[src/hw/rtl/http_get_request_header_parser_core_defines.svh]
// ---------------------------------------------------------------------------
// HTTP GET request header parser - assertion macros
// Concurrent check wrappers; defining NO_ASSERTIONS turns them into nothing.
// ---------------------------------------------------------------------------
`ifndef HTTP_GET_REQUEST_HEADER_PARSER_CORE_DEFINES_SVH
`define HTTP_GET_REQUEST_HEADER_PARSER_CORE_DEFINES_SVH

`ifndef NO_ASSERTIONS
// property must hold at every clock edge outside reset
`define HGRHP_ASSERT(label, clk, rst, prop, msg) \
  label: assert property (@(posedge clk) disable iff (rst) (prop)) else $error(msg);
// consequent must hold in the cycle after the antecedent
`define HGRHP_ASSERT_NEXT(label, clk, rst, ante, cons, msg) \
  label: assert property (@(posedge clk) disable iff (rst) (ante) |=> (cons)) else $error(msg);
`else
`define HGRHP_ASSERT(label, clk, rst, prop, msg)
`define HGRHP_ASSERT_NEXT(label, clk, rst, ante, cons, msg)
`endif

`endif

[src/hw/rtl/hgrhp_pkg.sv]
// ---------------------------------------------------------------------------
// HTTP GET request header parser - package
// Shared constants, header name tables and the result item type.
// ---------------------------------------------------------------------------
`default_nettype none

package hgrhp_pkg;

  localparam int HOST_CAPACITY_DEF = 128;
  localparam int PATH_CAPACITY_DEF = 256;

  typedef logic [7:0] byte_t;

  localparam byte_t CHAR_CR  = 8'h0D;
  localparam byte_t CHAR_LF  = 8'h0A;
  localparam byte_t CHAR_SP  = 8'h20;
  localparam byte_t CHAR_TAB = 8'h09;

  // write kinds on the result item
  localparam logic [1:0] WK_NONE = 2'd0;
  localparam logic [1:0] WK_PATH = 2'd1;
  localparam logic [1:0] WK_HOST = 2'd2;

  typedef enum logic [1:0] {
    HK_NONE,
    HK_HOST,
    HK_ACCEPT,
    HK_SIG
  } hkind_t;

  localparam byte_t GET_WORD    [4]  = '{"G", "E", "T", " "};
  localparam byte_t HOST_NAME   [5]  = '{"h", "o", "s", "t", ":"};
  localparam byte_t ACCEPT_NAME [16] = '{"a", "c", "c", "e", "p", "t", "-", "e",
                                         "n", "c", "o", "d", "i", "n", "g", ":"};
  localparam byte_t SIG_NAME    [13] = '{"x", "-", "q", "o", "s", "-", "p", "q",
                                         "-", "s", "i", "g", ":"};

  localparam int HIST_LEN = 13;

  // tokens packed with the last character in the low byte (newest history byte)
  localparam logic [4*8-1:0]  TOK_GZIP   = "gzip";
  localparam logic [13*8-1:0] TOK_FIRST  = "mldsa65-first";
  localparam logic [6*8-1:0]  TOK_PREFER = "prefer";

  typedef struct packed {
    logic [1:0] write_kind;
    logic [7:0] write_index;
    logic [7:0] write_byte;
    logic       summary_valid;
    logic       host_missing;
    logic       accepts_gzip;
    logic       prefers_pq_signature;
    logic [6:0] host_length;
    logic [7:0] path_length;
  } result_t;

  function automatic byte_t to_lower(input byte_t c);
    if (c >= "A" && c <= "Z") begin
      return c + 8'd32;
    end
    return c;
  endfunction

  function automatic logic [4:0] name_len(input hkind_t kind);
    unique case (kind)
      HK_HOST:   return 5'd5;
      HK_ACCEPT: return 5'd16;
      HK_SIG:    return 5'd13;
      default:   return 5'd0;
    endcase
  endfunction

  // caller guarantees col < name_len(kind)
  function automatic byte_t name_char(input hkind_t kind, input logic [4:0] col);
    unique case (kind)
      HK_HOST:   return HOST_NAME[col[2:0]];
      HK_ACCEPT: return ACCEPT_NAME[col[3:0]];
      HK_SIG:    return SIG_NAME[col[3:0]];
      default:   return 8'd0;
    endcase
  endfunction

endpackage

`default_nettype wire

[src/hw/rtl/http_get_request_header_parser_core.sv]
// ---------------------------------------------------------------------------
// HTTP GET request header parser core
// Takes an HTTP request one byte per item and ends it at end_of_request. A
// first line opening with "GET " has its path (up to a space or line end)
// written out byte by byte as path items, at most PATH_CAPACITY-1 of them.
// A case-insensitive "host:" line has its value written as host items with
// leading blanks dropped, at most HOST_CAPACITY-1 bytes; trailing blanks are
// written but left out of host_length, and a later Host line replaces an
// earlier one. "accept-encoding:" values holding "gzip" and "x-qos-pq-sig:"
// values holding "mldsa65-first" or "prefer" raise the two flags. Every input
// item gives exactly one result item; the one for the final byte carries the
// summary, after which the parser is back in its reset state. Throughput is
// one byte per clock while in_stall is low; results go to the single result
// register. A one-entry skid register behind it lets a byte be taken while a
// result waits; in_stall rises only when both are full.
// ---------------------------------------------------------------------------
`default_nettype none

`include "http_get_request_header_parser_core_defines.svh"

module http_get_request_header_parser_core #(
  parameter int HOST_CAPACITY = hgrhp_pkg::HOST_CAPACITY_DEF,
  parameter int PATH_CAPACITY = hgrhp_pkg::PATH_CAPACITY_DEF
) (
  input  wire logic       clk,
  input  wire logic       rst,
  // input channel
  input  wire logic       in_valid,
  output logic            in_stall,
  input  wire logic [7:0] data_byte,
  input  wire logic       end_of_request,
  // output channel
  output logic            out_valid,
  input  wire logic       out_stall,
  output logic [1:0]      write_kind,
  output logic [7:0]      write_index,
  output logic [7:0]      write_byte,
  output logic            summary_valid,
  output logic            host_missing,
  output logic            accepts_gzip,
  output logic            prefers_pq_signature,
  output logic [6:0]      host_length,
  output logic [7:0]      path_length
);

  import hgrhp_pkg::*;

  localparam int HW = $clog2(HOST_CAPACITY);
  localparam int PW = $clog2(PATH_CAPACITY);
  localparam logic [HW-1:0] HOST_LAST = HW'(HOST_CAPACITY - 1);
  localparam logic [PW-1:0] PATH_LAST = PW'(PATH_CAPACITY - 1);

  typedef enum logic [2:0] {
    PH_METHOD,
    PH_PATH,
    PH_REST_FIRST,
    PH_NAME,
    PH_HOST_VALUE,
    PH_TOKEN_VALUE,
    PH_SKIP
  } phase_t;

  // parser state
  phase_t                   phase,               phase_next;
  logic [4:0]               column_count,        column_count_next;
  hkind_t                   header_kind,         header_kind_next;
  logic [HIST_LEN*8-1:0]    history,             history_next;
  logic [HW-1:0]            host_write_count,    host_write_count_next;
  logic [HW-1:0]            host_trimmed_length, host_trimmed_length_next;
  logic [PW-1:0]            path_count,          path_count_next;
  logic                     flag_gzip,           flag_gzip_next;
  logic                     flag_pq,             flag_pq_next;

  // result register and skid entry
  result_t                  out_item;
  result_t                  skid_item;
  logic                     skid_valid;

  result_t                  res;
  byte_t                    lc;
  logic                     blank;
  hkind_t                   kind_eff;
  logic [4:0]               col_inc;
  logic                     accept_in;

  assign in_stall  = skid_valid;
  assign accept_in = in_valid && !skid_valid;

  assign lc      = to_lower(data_byte);
  assign blank   = (data_byte == CHAR_SP) || (data_byte == CHAR_TAB);
  assign col_inc = column_count + 5'd1;

  // first column of a header line picks the candidate name
  always_comb begin
    kind_eff = header_kind;
    if (column_count == 5'd0) begin
      unique case (lc)
        "h":     kind_eff = HK_HOST;
        "a":     kind_eff = HK_ACCEPT;
        "x":     kind_eff = HK_SIG;
        default: kind_eff = HK_NONE;
      endcase
    end
  end

  always_comb begin
    phase_next               = phase;
    column_count_next        = column_count;
    header_kind_next         = header_kind;
    history_next             = history;
    host_write_count_next    = host_write_count;
    host_trimmed_length_next = host_trimmed_length;
    path_count_next          = path_count;
    flag_gzip_next           = flag_gzip;
    flag_pq_next             = flag_pq;
    res                      = '0;

    if (data_byte == CHAR_CR || data_byte == CHAR_LF) begin
      // any line break run starts a fresh header line
      phase_next        = PH_NAME;
      column_count_next = 5'd0;
      header_kind_next  = HK_NONE;
    end else begin
      unique case (phase)
        PH_METHOD: begin
          if (column_count < 5'd4 && data_byte == GET_WORD[column_count[1:0]]) begin
            column_count_next = col_inc;
            if (col_inc == 5'd4) begin
              phase_next = PH_PATH;
            end
          end else begin
            phase_next = PH_REST_FIRST;
          end
        end
        PH_PATH: begin
          if (data_byte == CHAR_SP) begin
            phase_next = PH_REST_FIRST;
          end else if (path_count < PATH_LAST) begin
            res.write_kind  = WK_PATH;
            res.write_index = 8'(path_count);
            res.write_byte  = data_byte;
            path_count_next = path_count + PW'(1);
          end
        end
        PH_NAME: begin
          header_kind_next = kind_eff;
          if (kind_eff != HK_NONE && column_count < name_len(kind_eff) &&
              lc == name_char(kind_eff, column_count)) begin
            column_count_next = col_inc;
            if (col_inc == name_len(kind_eff)) begin
              if (kind_eff == HK_HOST) begin
                host_write_count_next    = '0;
                host_trimmed_length_next = '0;
                phase_next               = PH_HOST_VALUE;
              end else begin
                history_next = '0;
                phase_next   = PH_TOKEN_VALUE;
              end
            end
          end else begin
            phase_next = PH_SKIP;
          end
        end
        PH_HOST_VALUE: begin
          if (blank && host_write_count == '0) begin
            // leading blank dropped
          end else if (host_write_count < HOST_LAST) begin
            res.write_kind        = WK_HOST;
            res.write_index       = 8'(host_write_count);
            res.write_byte        = data_byte;
            host_write_count_next = host_write_count + HW'(1);
            if (!blank) begin
              host_trimmed_length_next = host_write_count + HW'(1);
            end
          end else if (!blank) begin
            host_trimmed_length_next = HOST_LAST;
          end
        end
        PH_TOKEN_VALUE: begin
          history_next = {history[(HIST_LEN-1)*8-1:0], lc};
          if (header_kind == HK_ACCEPT) begin
            if (history_next[4*8-1:0] == TOK_GZIP) begin
              flag_gzip_next = 1'b1;
            end
          end else if (header_kind == HK_SIG) begin
            if (history_next == TOK_FIRST || history_next[6*8-1:0] == TOK_PREFER) begin
              flag_pq_next = 1'b1;
            end
          end
        end
        default: begin
          // rest of first line, or a line being skipped
        end
      endcase
    end

    if (end_of_request) begin
      res.summary_valid        = 1'b1;
      res.host_missing         = (host_trimmed_length_next == '0);
      res.accepts_gzip         = flag_gzip_next;
      res.prefers_pq_signature = flag_pq_next;
      res.host_length          = 7'(host_trimmed_length_next);
      res.path_length          = 8'(path_count_next);
      // back to reset for the next request
      phase_next               = PH_METHOD;
      column_count_next        = 5'd0;
      header_kind_next         = HK_NONE;
      history_next             = '0;
      host_write_count_next    = '0;
      host_trimmed_length_next = '0;
      path_count_next          = '0;
      flag_gzip_next           = 1'b0;
      flag_pq_next             = 1'b0;
    end
  end

  always_ff @(posedge clk) begin
    if (rst) begin
      phase               <= PH_METHOD;
      column_count        <= 5'd0;
      header_kind         <= HK_NONE;
      history             <= '0;
      host_write_count    <= '0;
      host_trimmed_length <= '0;
      path_count          <= '0;
      flag_gzip           <= 1'b0;
      flag_pq             <= 1'b0;
      out_valid           <= 1'b0;
      skid_valid          <= 1'b0;
    end else begin
      if (accept_in) begin
        phase               <= phase_next;
        column_count        <= column_count_next;
        header_kind         <= header_kind_next;
        history             <= history_next;
        host_write_count    <= host_write_count_next;
        host_trimmed_length <= host_trimmed_length_next;
        path_count          <= path_count_next;
        flag_gzip           <= flag_gzip_next;
        flag_pq             <= flag_pq_next;
      end
      if (out_valid && out_stall) begin
        // result held; a new item parks in the skid entry
        if (accept_in) begin
          skid_item  <= res;
          skid_valid <= 1'b1;
        end
      end else if (skid_valid) begin
        out_item   <= skid_item;
        out_valid  <= 1'b1;
        skid_valid <= 1'b0;
      end else if (accept_in) begin
        out_item  <= res;
        out_valid <= 1'b1;
      end else begin
        out_valid <= 1'b0;
      end
    end
  end

  assign write_kind           = out_item.write_kind;
  assign write_index          = out_item.write_index;
  assign write_byte           = out_item.write_byte;
  assign summary_valid        = out_item.summary_valid;
  assign host_missing         = out_item.host_missing;
  assign accepts_gzip         = out_item.accepts_gzip;
  assign prefers_pq_signature = out_item.prefers_pq_signature;
  assign host_length          = out_item.host_length;
  assign path_length          = out_item.path_length;

  // checks
  `HGRHP_ASSERT(a_skid_behind_out, clk, rst,
                !skid_valid || out_valid,
                "skid full with output empty")
  `HGRHP_ASSERT(a_skid_fill_on_stall, clk, rst,
                !$rose(skid_valid) || $past(out_valid && out_stall),
                "skid filled without output stall")
  `HGRHP_ASSERT(a_trim_within_count, clk, rst,
                host_trimmed_length <= host_write_count,
                "host trimmed length beyond written count")
  `HGRHP_ASSERT_NEXT(a_end_resets, clk, rst,
                     accept_in && end_of_request,
                     phase == PH_METHOD && path_count == '0 &&
                     host_trimmed_length == '0 && !flag_gzip && !flag_pq,
                     "parser state not reset after final byte")

endmodule

`default_nettype wire

[config.mk]
export PLATFORM = sky130hd
export DESIGN_NAME = http_get_request_header_parser_core
export DESIGN_NICKNAME = d
export VERILOG_FILES = /design/src/hw/rtl/hgrhp_pkg.sv /design/src/hw/rtl/http_get_request_header_parser_core.sv
export VERILOG_INCLUDE_DIRS = /design/src /design/src/hw/rtl
export SDC_FILE = /design/constraint.sdc
export NUM_CORES = 1
export LEC_CHECK = 0
export BUFFER_PORTS_ARGS = -buffer_cell sky130_fd_sc_hd__buf_2
export CELL_PAD_IN_SITES_DETAIL_PLACEMENT = 1
export CELL_PAD_IN_SITES_GLOBAL_PLACEMENT = 2
export CORE_MARGIN = 3
export CORE_UTILIZATION = 36
export CTS_CLUSTER_DIAMETER = 120
export DETAILED_ROUTE_END_ITERATION = 16
export HOLD_SLACK_MARGIN = 0.03
export PLACE_DENSITY_LB_ADDON = 0.3
export REMOVE_ABC_BUFFERS = 1
export SYNTH_ARGS = -nofsm -noshare
export SYNTH_HDL_FRONTEND = slang
export SYNTH_SLANG_ARGS = --single-unit
[constraint.sdc]
create_clock -name clk -period 5.6 [get_ports clk]
set_input_delay 0.56 -clock clk [delete_from_list [all_inputs] [get_ports clk]]
set_output_delay 0.56 -clock clk [all_outputs]
set_load 0.005 [all_outputs]
==> out/metrics.yaml, run 1 <==
status: "complete, no violations"
async_flop_share_pct: 0
grt_pass1_wl_microns: 48650
grt_start_max_net_pins: 99
synthFlopType: "dfxtp_1"
yosysWarnings: 0
seqPwrFrac_pct: 49.5
power_leakage_uw: 0.003765
crit_required_ns: 5.85
total_power_uw: 3175
reg2reg_slack_ns: 0.33
cap_violations: 0
hpwl_microns: 20500
ant_nets: 0
power_density_nw_per_um2: 272.9
yosysMostFrequentCell: "nand2_1"
initial_core_util_pct: 36.89
critPathTopFamily: "compound AO/OA/AOI/OAI gates"
reg2regPathDepth: 16
ys_seq_area_share_pct: 46.95
die_area_sq_um: 30860
slew_headroom_pct: 26.71
clock-sinks: 206
min_path_cells: 3
r2r-start: "column_count[0]"
fill_cells: 3303
fin_crit_ns: 5.273
die_w_microns: 175.7
h-tree-depth: 1
min_period_over_period_pct: 94.15
critPathArrivalTime_ns: 5.52
grt_use_met2_pct: 29.12
area_growth_pct: 12.27
critical_path.cell_chain: "inv_1 > ha_1 > or4b_1 > a2111o_1 > o31ai_4 > buf_4 > nand2_1 > ha_1 > a21o_1 > a21oi_1 > o2111ai_1 > a211oi_1 > nand4_1 > and2_1 > a21boi_0 > o21ai_0"
rsz0062_at_grt: "no"
grt_use_met1_pct: 29.13
grtUsageMet3_pct: 2.335
p_switching_uw: 746.3
routabilityCongestion: 0.8902
fmax_ghz: 0.1897
timing_worst_setup_path_type: "reg -> reg"
synth_edf_count: 74
crit_start: "column_count[0]"
clockBufferDepth: 3
dr_total_vias: 8818
worst_pin_slew_ns: 1.099
via_per_inst: 5.592
clock_skew_ns: 0.01850
path_max_fanout: 13
clockRootBuffer: "clkbuf_16"
top_usage_layer: "met1"
min_to: "history[2]"
hp-class: "in -> reg"
rows: 61
fin_tns_setup_ns: 0
avgSynthCellArea_sq_um: 8.797
io_pins: 52
wl_microns: 30480
setup.worst_path.start_class: "flip-flop"
ys_ff_latch: 206
fin_nets: 1211
synth_area_leaders: "dfxtp_1 (26%), edfxtp_1 (21%), nand2_1 (6.2%)"
drt-pass1-iter-count: 5
slowest_stage: "or4b_1"
ir_drop_v: 0.0002031
combPwrFrac_pct: 5.4
setup_violations: 0
numPortBuffers: 51
hold_path.startpoint: "data_byte[2]"
synth_top_area_cell: "dfxtp_1"
fp.coreArea_sq_um: 28090
post_synth_most_frequent_cells: "nand2_1 (170), dfxtp_1 (132), nand3_1 (121), o21ai_0 (90), nor2_1 (75)"
finalNonFillerCells: 1577
finalHoldViolations: 0
drt-initial-drc-count: 681
ys_types: 86
synth_top_area_share_pct: 25.50
r2r-end: "host_length[5]"
crit_path_max_incr_delay_ns: 0.63
synthCells: 1178
critPathBufInv: 2
drive_gt1_share_pct: 12.18
p_int_uw: 2429
worst_skew_pair.late_latency_ns: 0.53
slew_viol_final: 0
drc_errors: 0
endpoint_kind: "flip-flop"
clk_pin_slew_ns: 0.06
grt-ovfl-total: 0
chipHeight_microns: 175.7
pwr-share-clk_pct: 45.1
crit_path_frequent_cell: "ha_1"
antennaDiodeCount: 0
antenna_found_initial: 0
cts_tree: "done"
netlist_area_sq_um: 10360
placed_cells: 1534
wire_per_inst_microns: 19.33
switching_share_pct: 23.50
grt_pass1_vias: 8760
cts_buffers: 23
track_usage_pct: 19.17
area by class of cell:
cell class / instances / area [sq um] / share of cell area [%]
timing repair buffer: 70 / 435.4 / 3.743
sequential: 206 / 4865 / 41.82
clock buffer: 34 / 656.9 / 5.646
inverter: 21 / 82.58 / 0.7098
tap: 378 / 473.0 / 4.065
multi-input combinational: 860 / 5066 / 43.55
clock inverter: 8 / 55.05 / 0.4732
logic make-up after synthesis:
logic type	synth area share, %
buffers and inverters	4.600
adder cells (fa/ha/maj)	1.932
XOR/XNOR	1.183
multiplexers	2.511
AO/OA/AOI/OAI	18.75
AND/OR/NAND/NOR	24.08
flip-flops	46.95
placed cells by master (no fill, tap or decap), types with 14 or more instances in the layout:
| cell | Yosys | routed |
|---|---|---|
| mux2_2 | 14 | 14 |
| buf_2 | 3 | 51 |
| o31ai_1 | 20 | 20 |
| nand3_1 | 121 | 121 |
| and2_1 | 16 | 16 |
| clkbuf_16 | 0 | 23 |
| nand4_1 | 14 | 14 |
| nand2_1 | 170 | 170 |
| nor3_1 | 26 | 24 |
| buf_4 | 10 | 16 |
| nor2_1 | 75 | 75 |
| a21oi_1 | 36 | 35 |
| o21ai_1 | 35 | 34 |
| ha_1 | 16 | 16 |
| edfxtp_1 | 74 | 74 |
| o21ai_0 | 90 | 90 |
| dfxtp_1 | 132 | 132 |
| inv_1 | 20 | 19 |
registers in the layout, indices dropped and copies added, names as in the netlist, 5 cells and up:
signal,cells
history,96
skid_item,37
path_count,8
path_length,8
write_byte,8
write_index,8
host_length,7
host_trimmed_length,7
host_write_count,7
column_count,5
routing by layer:
layer	routed length [microns]	share of wire [%]	up-vias
met5	0	0	-
met3	1120	3.7	42
met1	15740	52	4298
met2	13060	43	151
li1	-	-	4327
met4	561	1.8	0
worst register-to-register path: stages, from the launching register on:
cell	delay, ns
dfxtp_1	0.43
inv_1	0.22
ha_1	0.39
or4b_1	0.63
a2111o_1	0.44
o31ai_4	0.23
buf_4	0.19
nand2_1	0.07
ha_1	0.28
a21o_1	0.15
a21oi_1	0.16
o2111ai_1	0.19
a211oi_1	0.44
nand4_1	0.24
and2_1	0.39
a21boi_0	0.41
o21ai_0	0.15
through the flow:
stage	hold WS [ns]	setup WS [ns]	area (sq um)	util, %
floorplan	0.4347	-3.935	9965	-
global placement	0.4470	0.6860	10910	38.85
detailed placement	0.4531	0.3831	10910	38.85
CTS	0.3622	0.3686	11620	41.38
global route	0.3761	0.07119	11630	41.42
finish	0.3727	0.3275	11630	41.42
power by group through the flow:
| stage | combinational, uW | clock [uW] | sequential, uW |
|---|---|---|---|
| after floorplan | 84.9 | 0 | 1610 |
| after global placement | 168 | 0 | 1600 |
| after detailed placement | 169 | 0 | 1600 |
| after CTS | 170 | 1470 | 1570 |
| after global routing | 186 | 1540 | 1570 |
| final | 170 | 1430 | 1570 |
how the worst max path moves through the flow:
stage | end | depth (start not counted)
2_1_floorplan | history[10] | 11
3_3_place_gp | host_length[3] | 17
3_5_place_dp | host_length[5] | 17
4_1_cts | host_length[5] | 17
5_1_grt | host_length[5] | 16
6_report | host_length[5] | 16
repair_timing:
| action | CTS | global route |
|---|---|---|
| endpoints found under the setup margin | 0 | 10 |
| gates resized for setup | 0 | 1 |
| hold buffers | 0 | 0 |
| buffers inserted | 0 | 1 |
Note: power is estimated with default switching activity, not from simulation.
==> run 2, diff against run 1 <==
--- a/config.mk
+++ b/config.mk
@@ -9,7 +9,7 @@
 export BUFFER_PORTS_ARGS = -buffer_cell sky130_fd_sc_hd__buf_2
 export CELL_PAD_IN_SITES_DETAIL_PLACEMENT = 1
 export CELL_PAD_IN_SITES_GLOBAL_PLACEMENT = 2
-export CORE_MARGIN = 3
+export CORE_MARGIN = 1
 export CORE_UTILIZATION = 36
 export CTS_CLUSTER_DIAMETER = 120
 export DETAILED_ROUTE_END_ITERATION = 16
==> out/metrics.yaml, run 2 (synthesis gave the netlist of run 1 again) <==
die_w_microns: 171.7  # -2.3%
grt_pass1_wl_microns: 48630  # about the same
endpoint_kind: "flip-flop"
cts_setup_buffers: 0  # unchanged
fp.coreArea_sq_um: 28090  # unchanged
post-place-ws_ns: 0.4171  # +0.03397 ns
initial_core_util_pct: 36.89  # unchanged
clk_pin_slew_ns: 0.06  # about the same
drt-pass1-iter-count: 5  # unchanged
fin_area_sq_um: 11590  # -0.36%
p_switching_uw: 750.2  # +0.53%
cts_tree: "done"
setup_violations: 0  # unchanged
io_pins: 52  # unchanged
power_leakage_uw: 0.003742  # -0.61%
seqPwrFrac_pct: 48.8  # -0.7 points
antenna_found_initial: 0  # unchanged
via_per_inst: 5.597  # about the same
fin_ws_ns: 0.4991  # +0.1717 ns
crit_path_max_incr_delay_ns: 0.61  # -0.02 ns
combPwrFrac_pct: 5.2  # -0.2 points
cap_violations: 0  # unchanged
drc_errors: 0  # unchanged
crit_required_ns: 5.86  # about the same
clockRootBuffer: "clkbuf_16"
slew_viol_final: 0  # unchanged
min_period_over_period_pct: 91.09  # -3.1 points
switching_share_pct: 23.30  # -0.20 points
grt_start_max_net_pins: 133  # +34%
area_growth_pct: 11.87
largest_reg_flops: 96  # unchanged
final_core_util_pct: 41.27  # -0.15 points
crit_path_frequent_cell: "ha_1"
critical_path.cell_chain: "inv_1 > ha_1 > or4b_1 > a2111o_1 > o31ai_4 > buf_4 > nand2_1 > ha_1 > a21o_1 > a21oi_1 > o2111ai_1 > a211oi_1 > nand4_1 > and2_1 > o21ai_0 > a31oi_1"
largest_registers: "history x96, skid_item x37"
clockBufferDepth: 3  # unchanged
fmax_ghz: 0.1960  # +3.4%
r2r-start: "column_count[0]"
ant_nets: 0  # unchanged
rsz0062_at_grt: "no"
worst_skew_pair.late_latency_ns: 0.53  # about the same
regMostFlops: "history"
worst_pin_slew_ns: 1.075  # -0.02476 ns
finalHoldViolations: 0  # unchanged
status: "complete, no violations"
drive_gt1_share_pct: 11.64  # -0.54 points
grt_pass1_vias: 8597  # -1.9%
fin_tns_setup_ns: 0  # unchanged
pwr-share-clk_pct: 46.0  # +0.9 points
p_int_uw: 2470  # +1.7%
power_density_nw_per_um2: 277.8  # +1.8%
dr_total_vias: 8798  # -0.23%
rows: 61  # unchanged
fill_cells: 3322  # +0.58%
ctsHoldBuffers: 0  # unchanged
h-tree-depth: 1  # unchanged
timing_worst_setup_path_type: "reg -> reg"
antennaDiodeCount: 0  # unchanged
fin_nets: 1207  # -0.33%
wire_per_inst_microns: 19.06  # -1.4%
chipHeight_microns: 171.7  # -2.3%
fin_crit_ns: 5.101  # -0.1717 ns
path_max_fanout: 13  # unchanged
hold_path.startpoint: "out_stall"
slew_headroom_pct: 28.36  # +1.7 points
layout_commonest_cell: "nand2_1"
cts_buffers: 24  # +4.3%
grt-ovfl-total: 0  # unchanged
placedInstanceArea_sq_um: 10860  # -0.51%
critPathArrivalTime_ns: 5.36  # -0.16 ns
wl_microns: 29960  # -1.7%
track_usage_pct: 20.72  # +1.6 points
clock_skew_ns: 0.02652  # +0.008011 ns
post_cts_resized: 0  # unchanged
routabilityCongestion: 0.8415  # -5.5%
numPortBuffers: 51  # unchanged
mostFrequentLayoutCells: "nand2_1 (170), dfxtp_1 (132), nand3_1 (121)"
hpwl_microns: 20080  # -2.1%
ir_drop_v: 0.0001899  # -6.5%
setup.worst_path.start_class: "flip-flop"
clock-sinks: 206  # unchanged
slowest_stage: "or4b_1"
die_area_sq_um: 29470  # -4.5%
drt-initial-drc-count: 656  # -3.7%
crit_start: "column_count[0]"
hp-class: "in -> reg"
run 2: cell count changes in the layout (fill, tap and decap cells not counted), sizes merged:
cell	previous run	this run
buf	70	65
clkbuf	34	32
clkinv	7	9
bufinv	0	1
clkinvlp	1	0
run 2: final cells by class:
cell class | count | area (sq um) | share of cell area, %
Multi-Input combinational cell | 860 | 5066 | 43.70
Sequential cell | 206 | 4865 | 41.96
Clock buffer | 32 | 650.6 | 5.613
Tap cell | 378 | 473.0 | 4.080
Timing Repair Buffer | 65 | 372.9 | 3.216
Clock inverter | 10 | 86.33 | 0.7447
Inverter | 21 | 78.83 | 0.6800
run 2: stage by stage:
step	hold slack [ns]	power, uW	cells
4_1_cts	0.3880	3254	1572
3_3_place_gp	0.4530	1770	1530
3_5_place_dp	0.4588	1772	1530
6_report	0.4159	3220	1572
2_1_floorplan	0.4347	1691	1087
5_1_grt	0.4190	3330	1572
run 2: worst max-delay path: cells and delay by family, from the launching register on:
| kind | cells | cell delay, ns |
|---|---|---|
| adder cells (fa/ha/maj) | 2 | 0.68 |
| flip-flops | 1 | 0.42 |
| buffers and inverters | 2 | 0.41 |
| AO/OA/AOI/OAI | 8 | 2.06 |
| AND/OR/NAND/NOR | 4 | 1.27 |
run 2: power groups by stage:
stage	logic (uW)	registers, uW	clock network, uW
floorplan	84.9	1610	0
global placement	166	1600	0
detailed placement	167	1600	0
CTS	168	1570	1510
global route	185	1570	1570
finish	168	1570	1480
run 2: routing by layer:
layer  up-vias  wire length [microns]  track usage, %
li1       4302                      -               -
met1      4273                  15330           31.11
met5         -                      0               0
met3        32                   1228           2.807
met4         0                    466           4.076
met2       191                  12930           31.37
run 2: path summary, 6_finish.rpt:
check | endpoint | cells after the start | slack (ns)
setup / recovery | host_length[3] | 16 | 0.50
hold / removal | in_stall | 3 | 0.42
setup reg to reg | host_length[3] | 16 | 0.50
hold reg to reg | history[67] | 2 | 0.46
